==> src/pctd_pkg.sv <==
// Package: shared widths, limits, controller states and command/status structs.
`timescale 1ns / 1ps
package pctd_pkg;

    // Field widths
    localparam int VALUE_W  = 32;
    localparam int COUNT_W  = 11;
    localparam int NUM_W    = 31;   // magnitude bits of a non-negative value
    localparam int DIV_W    = 16;   // trial divisor, at most 46341
    localparam int SQ_W     = 32;   // divisor squared
    localparam int BITCNT_W = 5;    // indexes the NUM_W bits of the serial remainder

    // Largest value the count field can hold
    localparam int COUNT_MAX = 2047;

    // First trial divisor and its square
    localparam logic [DIV_W-1:0] FIRST_DIV = DIV_W'(2);
    localparam logic [SQ_W-1:0]  FIRST_SQ  = SQ_W'(4);

    typedef enum logic [2:0] {
        ST_IDLE,
        ST_CHECK,
        ST_MOD,
        ST_TEST,
        ST_PUBLISH
    } pctd_state_t;

    // Controller to datapath
    typedef struct packed {
        logic load;       // capture input item, reset divisor to 2
        logic mod_start;  // begin serial remainder
        logic mod_step;   // one remainder bit
        logic div_next;   // advance divisor and its square
        logic publish;    // load result register and update count
        logic verdict;    // prime flag for publish
    } pctd_cmd_t;

    // Datapath to controller
    typedef struct packed {
        logic trivial;    // negative, zero or one
        logic sq_above;   // divisor squared exceeds value
        logic mod_done;   // current step is the last remainder bit
        logic rem_zero;   // remainder is zero
        logic out_full;   // result register holds an untaken result
    } pctd_status_t;

endpackage

==> src/pctd_if.sv <==
// Interfaces: input item channel and result channel.
`timescale 1ns / 1ps
interface pctd_item_if;
    logic                                valid;
    logic                                ready;
    logic signed [pctd_pkg::VALUE_W-1:0] value;
    logic                                last_element;

    modport source (output valid, output value, output last_element, input ready);
    modport sink   (input valid, input value, input last_element, output ready);
endinterface

interface pctd_result_if;
    logic                                 valid;
    logic                                 ready;
    logic                                 is_prime;
    logic [pctd_pkg::COUNT_W-1:0]         prime_count;
    logic                                 count_final;

    modport source (output valid, output is_prime, output prime_count, output count_final,
                    input ready);
    modport sink   (input valid, input is_prime, input prime_count, input count_final,
                    output ready);
endinterface

==> src/prime_counter_trial_division_core.sv <==
// Top level: trial-division prime tester with per-matrix running prime count.
//
//   channel  dir  payload                                   transfer
//   item     in   value[31:0] signed, last_element          valid && ready
//   result   out  is_prime, prime_count[10:0], count_final  valid && ready
//
// Each divisor d is tried in turn: a compare of d*d against the value, the bit-serial
// remainder over the 31 magnitude bits of the value, then a test of that remainder.
// Reset (rst_n low) clears the controller, the running count and result valid.
// An item is taken whenever the controller is idle, even while a result waits;
// the next result waits in the controller until the result register is free.
`timescale 1ns / 1ps
module prime_counter_trial_division_core #(
    parameter int MAX_ELEMENTS = 1024
) (
    input  logic          clk,
    input  logic          rst_n,
    pctd_item_if.sink     item,
    pctd_result_if.source result
);
    import pctd_pkg::*;

    pctd_cmd_t    cmd;
    pctd_status_t status;

    pctd_ctrl u_ctrl (
        .clk        (clk),
        .rst_n      (rst_n),
        .item_valid (item.valid),
        .item_ready (item.ready),
        .status     (status),
        .cmd        (cmd)
    );

    pctd_datapath #(
        .MAX_ELEMENTS (MAX_ELEMENTS)
    ) u_datapath (
        .clk          (clk),
        .rst_n        (rst_n),
        .value        (item.value),
        .last_element (item.last_element),
        .cmd          (cmd),
        .status       (status),
        .result       (result)
    );

endmodule

==> src/pctd_datapath.sv <==
// Datapath: operand, divisor/square, serial remainder, running count and result register.
`timescale 1ns / 1ps
module pctd_datapath #(
    parameter int MAX_ELEMENTS = 1024
) (
    input  logic                                clk,
    input  logic                                rst_n,
    input  logic signed [pctd_pkg::VALUE_W-1:0] value,
    input  logic                                last_element,
    input  pctd_pkg::pctd_cmd_t                 cmd,
    output pctd_pkg::pctd_status_t              status,
    pctd_result_if.source                       result
);
    import pctd_pkg::*;

    localparam int CountCapInt = (MAX_ELEMENTS > COUNT_MAX) ? COUNT_MAX : MAX_ELEMENTS;
    localparam logic [COUNT_W-1:0] COUNT_CAP = COUNT_W'(CountCapInt);

    logic [NUM_W-1:0]    num_reg;
    logic                trivial_reg;
    logic                last_reg;
    logic [DIV_W-1:0]    div_reg;
    logic [SQ_W-1:0]     sq_reg;
    logic [DIV_W-1:0]    rem_reg;
    logic [NUM_W-1:0]    shift_reg;
    logic [BITCNT_W-1:0] bit_reg;
    logic [COUNT_W-1:0]  running_reg;
    logic                out_valid_reg;
    logic                out_prime_reg;
    logic [COUNT_W-1:0]  out_count_reg;
    logic                out_final_reg;

    logic [DIV_W:0]      trial;
    logic [DIV_W:0]      trial_diff;
    logic [DIV_W-1:0]    rem_next;
    logic [COUNT_W-1:0]  count_next;

    // One restoring step: shift in the next value bit, subtract divisor if it fits
    always_comb
    begin
        trial      = {rem_reg, shift_reg[NUM_W-1]};
        trial_diff = trial - {1'b0, div_reg};
        if (trial >= {1'b0, div_reg})
        begin
            rem_next = trial_diff[DIV_W-1:0];
        end
        else
        begin
            rem_next = trial[DIV_W-1:0];
        end
    end

    // Saturating count including this item
    always_comb
    begin
        if (cmd.verdict && (running_reg < COUNT_CAP))
        begin
            count_next = running_reg + COUNT_W'(1);
        end
        else
        begin
            count_next = running_reg;
        end
    end

    // Operand, divisor and remainder registers
    always_ff @(posedge clk)
    begin
        if (cmd.load)
        begin
            num_reg     <= value[NUM_W-1:0];
            trivial_reg <= value[VALUE_W-1] || (value[NUM_W-1:1] == '0);
            last_reg    <= last_element;
        end
        if (cmd.load)
        begin
            div_reg <= FIRST_DIV;
            sq_reg  <= FIRST_SQ;
        end
        else if (cmd.div_next)
        begin
            // (d+1)^2 = d^2 + 2d + 1
            sq_reg  <= sq_reg + SQ_W'({div_reg, 1'b1});
            div_reg <= div_reg + DIV_W'(1);
        end
        if (cmd.mod_start)
        begin
            rem_reg   <= '0;
            shift_reg <= num_reg;
            bit_reg   <= BITCNT_W'(NUM_W - 1);
        end
        else if (cmd.mod_step)
        begin
            rem_reg   <= rem_next;
            shift_reg <= {shift_reg[NUM_W-2:0], 1'b0};
            bit_reg   <= bit_reg - BITCNT_W'(1);
        end
    end

    // Running count and result valid
    always_ff @(posedge clk or negedge rst_n)
    begin
        if (!rst_n)
        begin
            running_reg   <= '0;
            out_valid_reg <= 1'b0;
        end
        else
        begin
            if (cmd.publish)
            begin
                running_reg   <= last_reg ? '0 : count_next;
                out_valid_reg <= 1'b1;
            end
            else if (result.ready)
            begin
                out_valid_reg <= 1'b0;
            end
        end
    end

    // Result payload
    always_ff @(posedge clk)
    begin
        if (cmd.publish)
        begin
            out_prime_reg <= cmd.verdict;
            out_count_reg <= count_next;
            out_final_reg <= last_reg;
        end
    end

    assign result.valid       = out_valid_reg;
    assign result.is_prime    = out_prime_reg;
    assign result.prime_count = out_count_reg;
    assign result.count_final = out_final_reg;

    assign status.trivial  = trivial_reg;
    assign status.sq_above = sq_reg > {1'b0, num_reg};
    assign status.mod_done = (bit_reg == '0);
    assign status.rem_zero = (rem_reg == '0);
    assign status.out_full = out_valid_reg && !result.ready;

    // A publish never overwrites an untaken result
    assert property (@(posedge clk) disable iff (!rst_n)
        cmd.publish |-> !(out_valid_reg && !result.ready))
        else $error("result register overwritten");

    // Remainder stays below the divisor after each step
    assert property (@(posedge clk) disable iff (!rst_n)
        cmd.mod_step |=> (rem_reg < div_reg))
        else $error("remainder not reduced");

    // Count never exceeds its cap
    assert property (@(posedge clk) disable iff (!rst_n)
        running_reg <= COUNT_CAP)
        else $error("running count above cap");

endmodule

==> src/pctd_ctrl.sv <==
// Controller: sequences load, divisor checks, serial remainder and result publish.
`timescale 1ns / 1ps
module pctd_ctrl (
    input  logic                   clk,
    input  logic                   rst_n,
    input  logic                   item_valid,
    output logic                   item_ready,
    input  pctd_pkg::pctd_status_t status,
    output pctd_pkg::pctd_cmd_t    cmd
);
    import pctd_pkg::*;

    pctd_state_t state_reg;
    pctd_state_t state_next;
    logic        verdict_reg;
    logic        verdict_next;

    // State register
    always_ff @(posedge clk or negedge rst_n)
    begin
        if (!rst_n)
        begin
            state_reg   <= ST_IDLE;
            verdict_reg <= 1'b0;
        end
        else
        begin
            state_reg   <= state_next;
            verdict_reg <= verdict_next;
        end
    end

    // Next state and commands
    always_comb
    begin
        state_next    = state_reg;
        verdict_next  = verdict_reg;
        item_ready    = 1'b0;
        cmd           = '0;
        cmd.verdict   = verdict_reg;
        unique case (state_reg)
            ST_IDLE:
            begin
                item_ready = 1'b1;
                if (item_valid)
                begin
                    cmd.load   = 1'b1;
                    state_next = ST_CHECK;
                end
            end
            ST_CHECK:
            begin
                if (status.trivial)
                begin
                    verdict_next = 1'b0;
                    state_next   = ST_PUBLISH;
                end
                else if (status.sq_above)
                begin
                    verdict_next = 1'b1;
                    state_next   = ST_PUBLISH;
                end
                else
                begin
                    cmd.mod_start = 1'b1;
                    state_next    = ST_MOD;
                end
            end
            ST_MOD:
            begin
                cmd.mod_step = 1'b1;
                if (status.mod_done)
                begin
                    state_next = ST_TEST;
                end
            end
            ST_TEST:
            begin
                if (status.rem_zero)
                begin
                    verdict_next = 1'b0;
                    state_next   = ST_PUBLISH;
                end
                else
                begin
                    cmd.div_next = 1'b1;
                    state_next   = ST_CHECK;
                end
            end
            ST_PUBLISH:
            begin
                if (!status.out_full)
                begin
                    cmd.publish = 1'b1;
                    state_next  = ST_IDLE;
                end
            end
            default:
            begin
                state_next = ST_IDLE;
            end
        endcase
    end

    // Values below two publish as not prime
    assert property (@(posedge clk) disable iff (!rst_n)
        (state_reg == ST_CHECK && status.trivial) |=>
            (state_reg == ST_PUBLISH && !verdict_reg))
        else $error("trivial value not rejected");

    // A zero remainder ends the search as composite
    assert property (@(posedge clk) disable iff (!rst_n)
        (state_reg == ST_TEST && status.rem_zero) |=>
            (state_reg == ST_PUBLISH && !verdict_reg))
        else $error("divisor found but not rejected");

    // A new item is loaded only from idle
    assert property (@(posedge clk) disable iff (!rst_n)
        cmd.load |-> (state_reg == ST_IDLE && item_ready))
        else $error("load outside idle");

endmodule

==> src/flat_wrapper.sv <==
// flat-port wrapper written by rule: the top's interface ports become plain ports
module prime_counter_trial_division_core_flat import pctd_pkg::*;
#(
    parameter int MAX_ELEMENTS = 1024
)
  (clk, rst_n, item_valid, item_value, item_last_element, item_ready, result_valid, result_is_prime, result_prime_count, result_count_final, result_ready);
  pctd_item_if item_i ();
  pctd_result_if result_i ();
  input  logic clk;
  input  logic rst_n;
  input wire logic [$bits(item_i.valid)-1:0] item_valid;
  input wire logic [$bits(item_i.value)-1:0] item_value;
  input wire logic [$bits(item_i.last_element)-1:0] item_last_element;
  output wire logic [$bits(item_i.ready)-1:0] item_ready;
  output wire logic [$bits(result_i.valid)-1:0] result_valid;
  output wire logic [$bits(result_i.is_prime)-1:0] result_is_prime;
  output wire logic [$bits(result_i.prime_count)-1:0] result_prime_count;
  output wire logic [$bits(result_i.count_final)-1:0] result_count_final;
  input wire logic [$bits(result_i.ready)-1:0] result_ready;
  assign item_i.valid = item_valid;
  assign item_i.value = item_value;
  assign item_i.last_element = item_last_element;
  assign item_ready = item_i.ready;
  assign result_valid = result_i.valid;
  assign result_is_prime = result_i.is_prime;
  assign result_prime_count = result_i.prime_count;
  assign result_count_final = result_i.count_final;
  assign result_i.ready = result_ready;
  prime_counter_trial_division_core #(.MAX_ELEMENTS(MAX_ELEMENTS)) u_core (.clk(clk), .rst_n(rst_n), .item(item_i), .result(result_i));
endmodule
==> config.mk <==
export PLATFORM = sky130hd
export DESIGN_NAME = prime_counter_trial_division_core_flat
export DESIGN_NICKNAME = d
export VERILOG_FILES = /design/src/pctd_pkg.sv /design/src/pctd_if.sv /design/src/prime_counter_trial_division_core.sv /design/src/pctd_datapath.sv /design/src/pctd_ctrl.sv /design/src/flat_wrapper.sv
export SDC_FILE = /design/constraint.sdc
export NUM_CORES = 1
export LEC_CHECK = 0
export ABC_AREA = 1
export BUFFER_PORTS_ARGS = -buffer_cell sky130_fd_sc_hd__buf_2
export CORE_MARGIN = 1
export CORE_UTILIZATION = 30
export CTS_CLUSTER_DIAMETER = 150
export DETAILED_ROUTE_END_ITERATION = 12
export PLACE_DENSITY_LB_ADDON = 0.12
export RECOVER_POWER = 100
export SLEW_MARGIN = 20
export SYNTH_ARGS = -nofsm -noshare
export SYNTH_HDL_FRONTEND = slang
export SYNTH_SLANG_ARGS = --single-unit
==> constraint.sdc <==
create_clock -name clk -period 3.11 [get_ports clk]
set_input_delay 0.311 -clock clk [delete_from_list [all_inputs] [get_ports clk]]
set_output_delay 0.311 -clock clk [all_outputs]
set_load 0.005 [all_outputs]
# After elaboration in Yosys (flattened, before gate mapping)
# Index checks and enable logic that the tools add are counted.
# W data, S select, Z words.
# totals
ff_bits	162
in_bits	37
out_inout_bits	15
elab_cells	74
# classes
addsub	5
n_lt_le_gt_ge	3
n_eq_ne	9
n_mux	29
n_reduce_logical	13
# ops
operator	count
$mux W31	2
$add A32 B17 Y32	1
$gt A32 B31 Y1	1
$logic_not A30 Y1	1
$mux W11	2
$mux W3	6
$ge A17 B16 Y1	1
$add A16 B1 Y16 const B	1
$logic_not A16 Y1	1
$mux W1	16
$mux W16	1
$sub A16 B16 Y16	1
$pmux W3 S5	1
$add A11 B1 Y11 const B	1
$lt A11 B11 Y1 const B	1
$eq A3 B2 Y1 const B	2
$reduce_and A3 Y1	2
$reduce_bool A2 Y1	3
$logic_not A5 Y1	1
$sub A5 B1 Y5 const B	1
$ne A2 B1 Y1 const B	2
$ne A2 B2 Y1 const B	2
$eq A3 B1 Y1 const B	1
$eq A3 B3 Y1 const B	1
6 further kinds	7

# Logic depth before layout (Yosys ltp)
# Gate-level depths: netlist of the first run.
# depth
depth_word	5
mapped_depth	19
mapped_depth_nobuf	18

# By module
# From an unflattened synthesis of the first run, not the netlist that was laid out.
# unflattened
hier_cells	1330
area_unflattened_um2	9862.0
# modules_own_cells
mod	instances	cells_each	area_each_um2	seq_area_each_um2
pctd_datapath	1	1289	9556.7	3993.8
pctd_ctrl	1	41	305.3	100.1

# Worst setup path before layout of the first run
# Ideal clock, no wire load.
# synth_timing
path_kind	flip-flop to flip-flop
startpoint	register u_core.u_datapath.num_reg[27]
endpoint	register u_core.u_datapath.shift_reg[0] (enable)
setup_ps	388
arrival_time_ps	2300
t_required_ps	2722
path_slack_ps	421
stages_incl_launch_ff	12
path_buffers	2
synth_period_minus_slack_ps	2689
path_cell_list	edfxtp_1 inv_1 ha_1 nand2_1 nor4_2 and2b_1 nand2_1 nand2_1 nand3_2 buf_6 buf_4 nand2_1
# synth_via
elab_chain_cells	5
# synth_lines
item	line	rtl
start: declaration	pctd_datapath.sv:19	logic [NUM_W-1:0] num_reg;
start signal: assignment	pctd_datapath.sv:71	num_reg <= value[NUM_W-1:0];
$gt A32 B31 Y1	pctd_datapath.sv:139	assign status.sq_above = sq_reg > {1'b0, num_reg};
$mux W1	pctd_ctrl.sv:58	else if (status.sq_above)
$mux W1	pctd_ctrl.sv:53	if (status.trivial)
$mux W1	pctd_ctrl.sv:41	unique case (state_reg)
$reduce_bool A2 Y1 (no line)	n/a	
end signal: assignment	pctd_datapath.sv:89	shift_reg <= num_reg;
end signal: assignment	pctd_datapath.sv:95	shift_reg <= {shift_reg[NUM_W-2:0], 1'b0};
end: declaration	pctd_datapath.sv:25	logic [NUM_W-1:0] shift_reg;
# No other way between the ends.
# A chain may end at the register's enable or synchronous reset.

# Worst setup path in the final report of the first run
# layout_timing
startpoint	register u_core.u_datapath.num_reg[11]
endpoint	register u_core.u_datapath.shift_reg[13] (enable)
# Same word-level chain as after synthesis.

==> impl_metrics.tcl, run 1 <==
set metrics [dict create \
    worstPathArrival_ns 2.72 \
    post_drt_via_cell_ratio 4.674 \
    tightestPinTransition_ns 1.401 \
    cts_sinks 162 \
    fin_crit_sh_pct 85.06 \
    power_frac_seq_pct 35.6 \
    timing.hold.ws_ns 0.04733 \
    internal_power_mw 5.483 \
    row_count 65 \
    multi_input_area_um2 4627 \
    diodes 0 \
    syn_nets 1327 \
    cts_buffers 17 \
    groute.usage.overall_pct 15.74 \
    synthesis.area_um2 9565 \
    synth_area_leaders "edfxtp_1, dfxtp_1, nand2_1" \
    clock_latency_ns 0.44 \
    drtAntennaViolNets 0 \
    clock_skew_ns 0.01376 \
    grt_pass1_vias 7580 \
    wl_per_cell_um 14.59 \
    die_w_um 180.6 \
    hp-class "input pin to flop" \
    period_needed_ns 2.645 \
    synth_cells 1222 \
    ys_seq_elements 162 \
    rsz0062_at_grt "no" \
    routabilityCongestion 0.8577 \
    fin_setup_tns_ns 0 \
    vdd_drop_max_v 0.0003960 \
    fin_nets 1381 \
    path_class "flop to flop" \
    drt_wl_total_um 24680 \
    cts_tree "yes" \
    p_sw_mw 3.773 \
    largest_reg_flops 32 \
    pin_count 52 \
    switching_share_pct 40.76 \
    grt_max_degree 86 \
    core_um2 31470 \
    cts.repair.resized 0 \
    synth-async-reset-ratio_pct 9.877 \
    setup_viol 0 \
    portBuffers 51 \
    crit_required_ns 3.18 \
    clk_pin_slew_worst_paths_ns 0.07 \
    synth_top_area_cell "edfxtp_1" \
    avgSynthCellArea_um2 7.828 \
    power.density_nw_per_um2 858.2 \
    area_delta_synth_final_pct 12.75 \
    clkPwrFrac_pct 23.4 \
    fillers 3342 \
    grt_antenna_before_repair 0 \
    synthFlopType "edfxtp_1" \
    drive_gt1_share_pct 6.206 \
    dr.pass1.iters 5 \
    vias 7904 \
    start_util_pct 30.39 \
    grt.overflow.total 0 \
    yosysTopAreaCellShare_pct 24.17 \
    slew_headroom_pct 6.596 \
    cap_violations 0 \
    crit_path_max_fanout 31 \
    yosysUniqueCellTypes 48 \
    grt_pass1_wl_um 40280 \
    final_area_um2 10790 \
    yosys_warnings 0 \
    placed_area_um2 10270 \
    cp-end-kind "flop" \
    postCtsSetupRepairBufs 0 \
    dp_hpwl_um 18190 \
    drc 0 \
    slew_violations 0 \
    htreeDepth 4 \
    cellLeakagePower_nw 5.009 \
    hold_viol_final 0 \
    start_kind "flop" \
    ctsLongestPathBuffers 2 \
    postLayoutCoreUtil_pct 34.27 \
    regArea_um2 4094 \
    fmax_mhz 378.0 \
    layout_common_cells "nand2_1, inv_1, nor2_1" \
    seq_area_frac_synth_pct 42.80 \
    layout_commonest_cell "nand2_1" \
    synth_edf_count 77 \
    power_frac_comb_pct 41.0 \
    status "completed" \
    initialDrtViolationCount 428 \
    cts_root_buf "clkbuf_16" \
    die_area_um2 32600 \
    cts_hold_buffers 1 \
    fp.dieH_um 180.6 \
]
[routing by layer]
metal  vias up  part of all wire [%]  global-route usage (%)
met5         -                     0                       0
met3        18                   2.5                   2.486
met2       101                    45                   25.32
met4         0                   1.0                   4.547
li1       4145                     -                       -
met1      3640                    51                   21.73
[kinds of logic (layout without fill, tap and decap cells)]
group	Yosys count	count (layout)	synth area share [%]
AOI/OAI and AO/OA	192	192	10.88
and+or+nand+nor	562	562	25.51
adders and majority gates	68	68	9.052
xor gates and xnor gates	34	34	3.113
buffers and inverters	204	271	8.646
DFF	162	162	42.80
[worst max-delay path: stages, from the launching register on]
cell and delay [ns]:
edfxtp_1 0.38, inv_1 0.10, ha_1 0.26, a21oi_1 0.13, nand2_1 0.08, a21oi_1 0.33, nand2_1 0.11, nand2_1 0.07
nand2_1 0.05, nand2_1 0.07, nand3_1 0.13, nand2_1 0.10, clkbuf_4 0.48
[stage by stage]
stage                     setup slack (ns)  total power [mW]  instances
after floorplan                     0.4213             6.238       1222
after global placement              0.6828             7.241       1658
after detailed placement            0.6552             7.240       1658
after CTS                           0.6320             9.464       1691
after global routing                0.2165             10.08       1691
final                               0.4646             9.256       1691
[power by group through the flow]
stage               Sequential, mW  Combinational [mW]  Clock, mW
finish                        3.30                3.79       2.17
global route                  3.36                4.40       2.32
CTS                           3.30                3.93       2.24
detailed placement            3.34                3.90          0
global placement              3.34                3.91          0
floorplan                     3.23                3.01          0
[cells in the mapped netlist (4+ instances only)]
library cell / instances
nand2_1: 301
inv_1: 176
nor2_1: 106
a21oi_1: 77
edfxtp_1: 77
nand3_1: 75
o21ai_0: 73
dfxtp_1: 69
ha_1: 66
nor3_1: 20
xor2_1: 20
nand4_1: 17
dfrtp_1: 16
nor4_1: 14
xnor2_1: 14
o21ai_1: 12
clkbuf_1: 11
a21o_1: 7
buf_2: 7
nand3b_1: 6
buf_4: 5
o22ai_1: 5
o211ai_1: 4
[area by class of cell]
class,count,area share [%]
multi-input cells,856,42.90
flip-flops and latches,162,37.96
inverters,177,6.160
well taps,402,4.664
clock buffers,21,4.269
repair buffers,62,2.877
clock inverters,11,1.172
[worst paths after layout]
path,cells after the start,slack [ns],end,from
worst min-delay path,1,0.05,u_core.u_datapath.last_reg$_DFFE_PP_,item_last_element
max in group asynchronous,2,1.96,u_core.u_datapath.running_reg[10]$_DFFE_PN0P_,rst_n
worst max register to register,12,0.46,u_core.u_datapath.shift_reg[13]$_DFFE_PP_,u_core.u_datapath.num_reg[11]$_DFFE_PP_
worst min register to register,0,0.47,u_core.u_datapath.result.count_final$_DFFE_PP_,u_core.u_datapath.last_reg$_DFFE_PP_
min in group asynchronous,2,0.55,u_core.u_datapath.running_reg[4]$_DFFE_PN0P_,rst_n
worst max-delay path,12,0.46,u_core.u_datapath.shift_reg[13]$_DFFE_PP_,u_core.u_datapath.num_reg[11]$_DFFE_PP_
Power figures use the tool's default switching activity.
==> inputs of run 2 (changes only) <==
--- a/config.mk
+++ b/config.mk
@@ -5,12 +5,11 @@
 export SDC_FILE = /design/constraint.sdc
 export NUM_CORES = 1
 export LEC_CHECK = 0
-export ABC_AREA = 1
 export BUFFER_PORTS_ARGS = -buffer_cell sky130_fd_sc_hd__buf_2
-export CORE_MARGIN = 1
 export CORE_UTILIZATION = 30
 export CTS_CLUSTER_DIAMETER = 150
 export DETAILED_ROUTE_END_ITERATION = 12
+export MAX_ROUTING_LAYER = met4
 export PLACE_DENSITY_LB_ADDON = 0.12
 export RECOVER_POWER = 100
 export SLEW_MARGIN = 20
==> run 2 against run 1 <==
Total power down 4.3%. Sequential share of layout area grew 1.3 points. Non-clock buffer count rose by 17. Routed wire length down 11%. Combinational power decreased by 9.8%. Clock skew fell by 0.0014 ns. Largest cell class unchanged.
==> impl_metrics.tcl, run 2 <==
set metrics [dict create \
    p_total_mw 8.860 \
    cts_root_buf "clkbuf_16" \
    drc 0 \
    cp-end-kind "flop" \
    fin_nets 1083 \
    synth-async-reset-ratio_pct 9.877 \
    avgSynthCellArea_um2 10.00 \
    crit_required_ns 3.28 \
    power.density_nw_per_um2 849.8 \
    synthFlopType "edfxtp_1" \
    slew_violations 0 \
    dp_cells 1348 \
    wl_per_cell_um 15.85 \
    placed_area_um2 9925 \
    clock_latency_ns 0.43 \
    portBuffers 51 \
    seq_area_frac_synth_pct 45.12 \
    synth_area_leaders "edfxtp_1, dfxtp_1, ha_1" \
    htreeDepth 4 \
    synth_edf_count 77 \
    rsz0062_at_grt "no" \
    grt_pass1_wl_um 35870 \
    routabilityCongestion 0.7816 \
    synth_top_area_cell "edfxtp_1" \
    start_kind "flop" \
    path_cells "inv_1 -> ha_1 -> a21oi_1 -> o21ai_0 -> a221o_1 -> a211o_1 -> a211oi_4 -> clkbuf_4 -> mux2_2" \
    row_count 63 \
    fin_cells 1381 \
    grt_pass1_vias 6612 \
    area_delta_synth_final_pct 14.91 \
    largest_reg_flops 32 \
    core_um2 29720 \
    grt_antenna_before_repair 0 \
    status "completed" \
    clk_pin_slew_worst_paths_ns 0.07 \
    post_drt_via_cell_ratio 4.911 \
    r2r_cells 9 \
    cts_sinks 162 \
    fmax_mhz 346.1 \
    cts_tree "yes" \
    grt_max_degree 36 \
    dp_hpwl_um 16330 \
    fillers 3009 \
    critical-path-slowest-cell "edfxtp_1" \
    vias 6782 \
    yosysTopAreaCellShare_pct 25.48 \
    cap_violations 0 \
    pin_count 52 \
    period_needed_ns 2.890 \
    ctsLongestPathBuffers 2 \
    worstPathArrival_ns 3.06 \
    fin_crit_sh_pct 92.91 \
    dr.pass1.iters 4 \
    fin_ws_ns 0.2205 \
    grt.overflow.total 0 \
    cellLeakagePower_nw 4.174 \
    ys_seq_elements 162 \
    drive_gt1_share_pct 12.11 \
    slew_headroom_pct 37.76 \
    cts_buffers 17 \
    hp-class "input pin to flop" \
    final_area_um2 10430 \
    die_area_um2 30940 \
    crit_path_max_fanout 15 \
    layout_common_cells "nand2_1, edfxtp_1, dfxtp_1" \
    start_util_pct 30.53 \
    tightestPinTransition_ns 0.9336 \
    hold_viol_final 0 \
    layout_commonest_cell "nand2_1" \
    critical_path_buf_inv_count 2 \
    synth_cells 907 \
    vdd_drop_max_v 0.0003340 \
    netlist_top_cells_count "nand2_1, edfxtp_1, dfxtp_1" \
    synthesis.area_um2 9074 \
    synth.most_common_cell "nand2_1" \
    fp.dieH_um 175.9 \
    place_ws_ns 0.2671 \
    syn_nets 1012 \
    drtAntennaViolNets 0 \
    critical_path.top_delay_family "compound AO/OA/AOI/OAI gates" \
    drt_wl_total_um 21880 \
    setup_viol 0 \
    diodes 0 \
    max_stage_delay_ns 0.39 \
    path_class "flop to flop" \
    die_w_um 175.9 \
    initialDrtViolationCount 326 \
    groute.usage.overall_pct 15.37 \
    yosysUniqueCellTypes 77 \
    clock_skew_ns 0.01234 \
    fin_setup_tns_ns 0 \
    yosys_warnings 0 \
    path_depth 9 \
    hold_depth 1 \
    cts.repair.resized 0 \
]
run 2: cell count changes after synthesis, moves of 20 or more:
cell / before / now
mux2i_1: 0 / 20
o21ai_0: 73 / 39
a21oi_1: 77 / 54
nor2_1: 106 / 62
mux2_2: 0 / 31
inv_1: 176 / 62
nand2_1: 301 / 80
xnor2_1: 14 / 38
nand3_1: 75 / 25
run 2: what timing repair did:
item                                    4_1_cts  5_1_grt
hold buffers                                  1        0
endpoints found under the setup margin        0        0
hold endpoints to repair                     16        0
setup buffers                                 0        0
run 2: power by group:
group	internal (mW)	switching, mW	leakage, nW	total, mW
combinational	1.51	1.91	2.39	3.42
sequential	2.91	0.350	1.50	3.26
clock	1.22	0.961	0.287	2.18
run 2: worst paths after layout:
| path | from | to | slack, ns |
|---|---|---|---|
| worst max register to register | u_core.u_datapath.num_reg[7]$_DFFE_PP_ | u_core.u_datapath.shift_reg[11]$_DFFE_PP_ | 0.22 |
| worst max-delay path | u_core.u_datapath.num_reg[7]$_DFFE_PP_ | u_core.u_datapath.shift_reg[11]$_DFFE_PP_ | 0.22 |
| min in group asynchronous | rst_n | u_core.u_datapath.running_reg[6]$_DFFE_PN0P_ | 0.53 |
| max in group asynchronous | rst_n | u_core.u_datapath.running_reg[1]$_DFFE_PN0P_ | 2.00 |
| worst min register to register | u_core.u_datapath.bit_reg[3]$_SDFFE_PP1P_ | u_core.u_datapath.bit_reg[3]$_SDFFE_PP1P_ | 0.50 |
| worst min-delay path | item_value[0] | u_core.u_datapath.num_reg[0]$_DFFE_PP_ | 0.06 |
run 2: stage by stage:
step | hold slack (ns) | utilization (%)
4_1_cts | 0.03108 | 35.46
3_3_place_gp | 0.2606 | 33.40
6_report | 0.05507 | 35.08
2_1_floorplan | 0.01541 | -
3_5_place_dp | 0.2637 | 33.40
5_1_grt | 0.02611 | 35.08
run 2: final cells by class:
| class | count | area (um2) | share of cell area (%) |
|---|---|---|---|
| multi-input cells | 655 | 4606 | 44.17 |
| flip-flops and latches | 162 | 4094 | 39.27 |
| well taps | 390 | 488.0 | 4.680 |
| clock buffers | 19 | 432.9 | 4.152 |
| repair buffers | 79 | 400.4 | 3.840 |
| inverters | 63 | 236.5 | 2.268 |
| clock inverters | 13 | 168.9 | 1.620 |
run 2: cells by family after synthesis:
| logic type | share of synthesized area (%) |
|---|---|
| AND/OR/NAND/NOR | 16.37 |
| AO/OA/AOI/OAI | 14.13 |
| flip-flops | 45.12 |
| buffers and inverters | 4.150 |
| adder cells (fa/ha/maj) | 9.542 |
| multiplexers | 6.053 |
| XOR/XNOR | 4.633 |
run 2: metal layers:
metal  track usage [%]  share of wire [%]  up-vias
met5                 -                  0        -
met3             2.338                2.7       19
met2             23.07                 43       88
li1                  -                  -     3482
met1             21.28                 52     3193
met4             4.457                1.5        0
==> inputs of run 3 (changes only) <==
==> constraint.sdc (replaced) <==
create_clock -name clk -period 3.11 [get_ports clk]
set_input_delay 0.622 -clock clk [delete_from_list [all_inputs] [get_ports clk]]
set_output_delay 0.622 -clock clk [all_outputs]
set_load 0.005 [all_outputs]
==> run 3 against run 2 <==
Routed wire length is 0.51% lower. Clock skew is 0.0015 ns lower. Combinational power hardly changed. Utilization is 0.19 points lower. Final cell count is 0.14% lower. First-iteration DRC count is 3.4% higher. Clock-buffer cell count stayed put. Critical path depth is 2 higher. Register-to-register slack worse by 0.03 ns. Cell area is 0.53% lower. Largest cell class unchanged.
==> impl_metrics.tcl, run 3 (synthesis results as in run 2) <==
set metrics [dict create \
    hp-class "input pin to async pin" \
    worstPathArrival_ns 3.23 \
    portBuffers 51 \
    cts_hold_buffers 0 \
    layout_commonest_cell "nand2_1" \
    slew_headroom_pct 32.35 \
    initialDrtViolationCount 337 \
    drc 0 \
    tightestPinTransition_ns 1.014 \
    routabilityCongestion 0.7517 \
    row_count 63 \
    rsz0062_at_grt "no" \
    crit_path_max_fanout 8 \
    grt_pass1_wl_um 35600 \
    fin_nets 1081 \
    die_area_um2 30940 \
    clock_latency_ns 0.43 \
    drtAntennaViolNets 0 \
    path_class "flop to flop" \
    fin_cells 1379 \
    cts_buffers 17 \
    grt_antenna_before_repair 0 \
    pin_count 52 \
    groute.usage.overall_pct 15.27 \
    cts_root_buf "clkbuf_16" \
    hold_viol_final 0 \
    dp_hpwl_um 16030 \
    setup_viol 0 \
    cap_violations 0 \
    wl_per_cell_um 15.79 \
    cellLeakagePower_nw 4.168 \
    cp-end-kind "flop" \
    fin_setup_tns_ns 0 \
    postCtsSetupRepairBufs 0 \
    grt_max_degree 33 \
    status "completed" \
    htreeDepth 4 \
    vias 6670 \
    drt_wl_total_um 21770 \
    drive_gt1_share_pct 12.94 \
    power.density_nw_per_um2 841.6 \
    start_util_pct 30.53 \
    cts_sinks 162 \
    diodes 0 \
    cts_tree "yes" \
    grt_pass1_vias 6628 \
    start_kind "flop" \
    regToRegSetupSlack_ns 0.19 \
    dr.pass1.iters 4 \
    die_w_um 175.9 \
    layout_common_cells "nand2_1, edfxtp_1, dfxtp_1" \
    area_delta_synth_final_pct 14.30 \
    fmax_mhz 343.1 \
    grt.overflow.total 0 \
    largest_reg_flops 32 \
    clock_skew_ns 0.01085 \
    dp_cells 1347 \
    ctsLongestPathBuffers 2 \
    slew_violations 0 \
    vdd_drop_max_v 0.0003630 \
    clk_pin_slew_worst_paths_ns 0.07 \
    cts.repair.resized 0 \
    fin_crit_sh_pct 93.73 \
    post_drt_via_cell_ratio 4.837 \
    fp.dieH_um 175.9 \
    period_needed_ns 2.915 \
    crit_required_ns 3.43 \
    core_um2 29720 \
]
run 3: cell count changes in the layout (fill, tap and decap cells not counted):
cell	delta
buf_2	+6
buf_4	-1
bufinv_16	-2
clkbuf_1	-8
clkbuf_2	+1
clkbuf_4	+1
clkinv_4	+1
clkinv_8	-1
dlygate4sd3_1	-1
inv_4	+1
inv_8	+1
mux2_1	-1
mux2_2	+1
run 3: area by class of cell:
class | instances | area, um2
clock buffer | 19 | 432.9
clock inverter | 13 | 118.9
fill | 3032 | 19350
inverter | 63 | 236.5
multi-input combinational | 655 | 4606
sequential | 162 | 4094
tap | 390 | 488.0
timing repair buffer | 77 | 395.4
run 3: where the power goes:
part           internal (mW)  switching (mW)  leakage, nW  total, mW
Sequential              2.91           0.348         1.50       3.26
Clock                   1.06           0.988        0.267       2.04
Combinational           1.49            1.93         2.40       3.42
Total                   5.46            3.27         4.17       8.73
run 3: worst max-delay path: stages (launching register included):
cell      delay [ns]
dfxtp_1         0.48
inv_1           0.12
ha_1            0.39
a21o_1          0.22
nor2_1          0.08
a21oi_1         0.09
o31ai_1         0.25
clkbuf_2        0.19
a41o_1          0.27
clkbuf_2        0.29
a211oi_1        0.10
a211o_1         0.31
run 3: layer usage:
| metal | global-route usage, % | part of all wire (%) | vias up | wire (um) |
|---|---|---|---|---|
| met5 | - | 0 | - | 0 |
| met4 | 3.696 | 0.93 | 0 | 202 |
| met3 | 2.273 | 2.7 | 14 | 581 |
| met2 | 22.66 | 43 | 74 | 9411 |
| met1 | 21.66 | 53 | 3101 | 11580 |
| li1 | - | - | 3481 | - |
run 3: worst paths after layout:
kind / cells past startpoint / start / endpoint
setup / recovery: 11 / u_core.u_datapath.div_reg[3]$_SDFFE_PP0P_ / u_core.u_datapath.rem_reg[11]$_SDFFE_PP0P_
hold / removal: 1 / rst_n / u_core.u_datapath.running_reg[5]$_DFFE_PN0P_
setup reg to reg: 11 / u_core.u_datapath.div_reg[3]$_SDFFE_PP0P_ / u_core.u_datapath.rem_reg[11]$_SDFFE_PP0P_
hold reg to reg: 2 / u_core.u_datapath.sq_reg[9]$_SDFFE_PP0P_ / u_core.u_datapath.sq_reg[9]$_SDFFE_PP0P_
max in group asynchronous: 1 / rst_n / u_core.u_ctrl.state_reg[2]$_DFFE_PN0P_
min in group clk: 1 / item_value[0] / u_core.u_datapath.num_reg[0]$_DFFE_PP_
run 3: per-stage QoR:
stage / power, mW / utilization [%] / area, um2 / hold slack [ns] / setup slack, ns
after floorplan: 5.763 / - / 9074 / 0.3264 / 0.05881
after global placement: 6.869 / 33.37 / 9917 / 0.4762 / 0.2563
after detailed placement: 6.874 / 33.37 / 9917 / 0.4741 / 0.2359
after CTS: 8.964 / 35.23 / 10470 / 0.09225 / 0.2143
after global routing: 9.379 / 34.90 / 10370 / 0.3509 / 0.005445
final: 8.728 / 34.90 / 10370 / 0.2975 / 0.1950
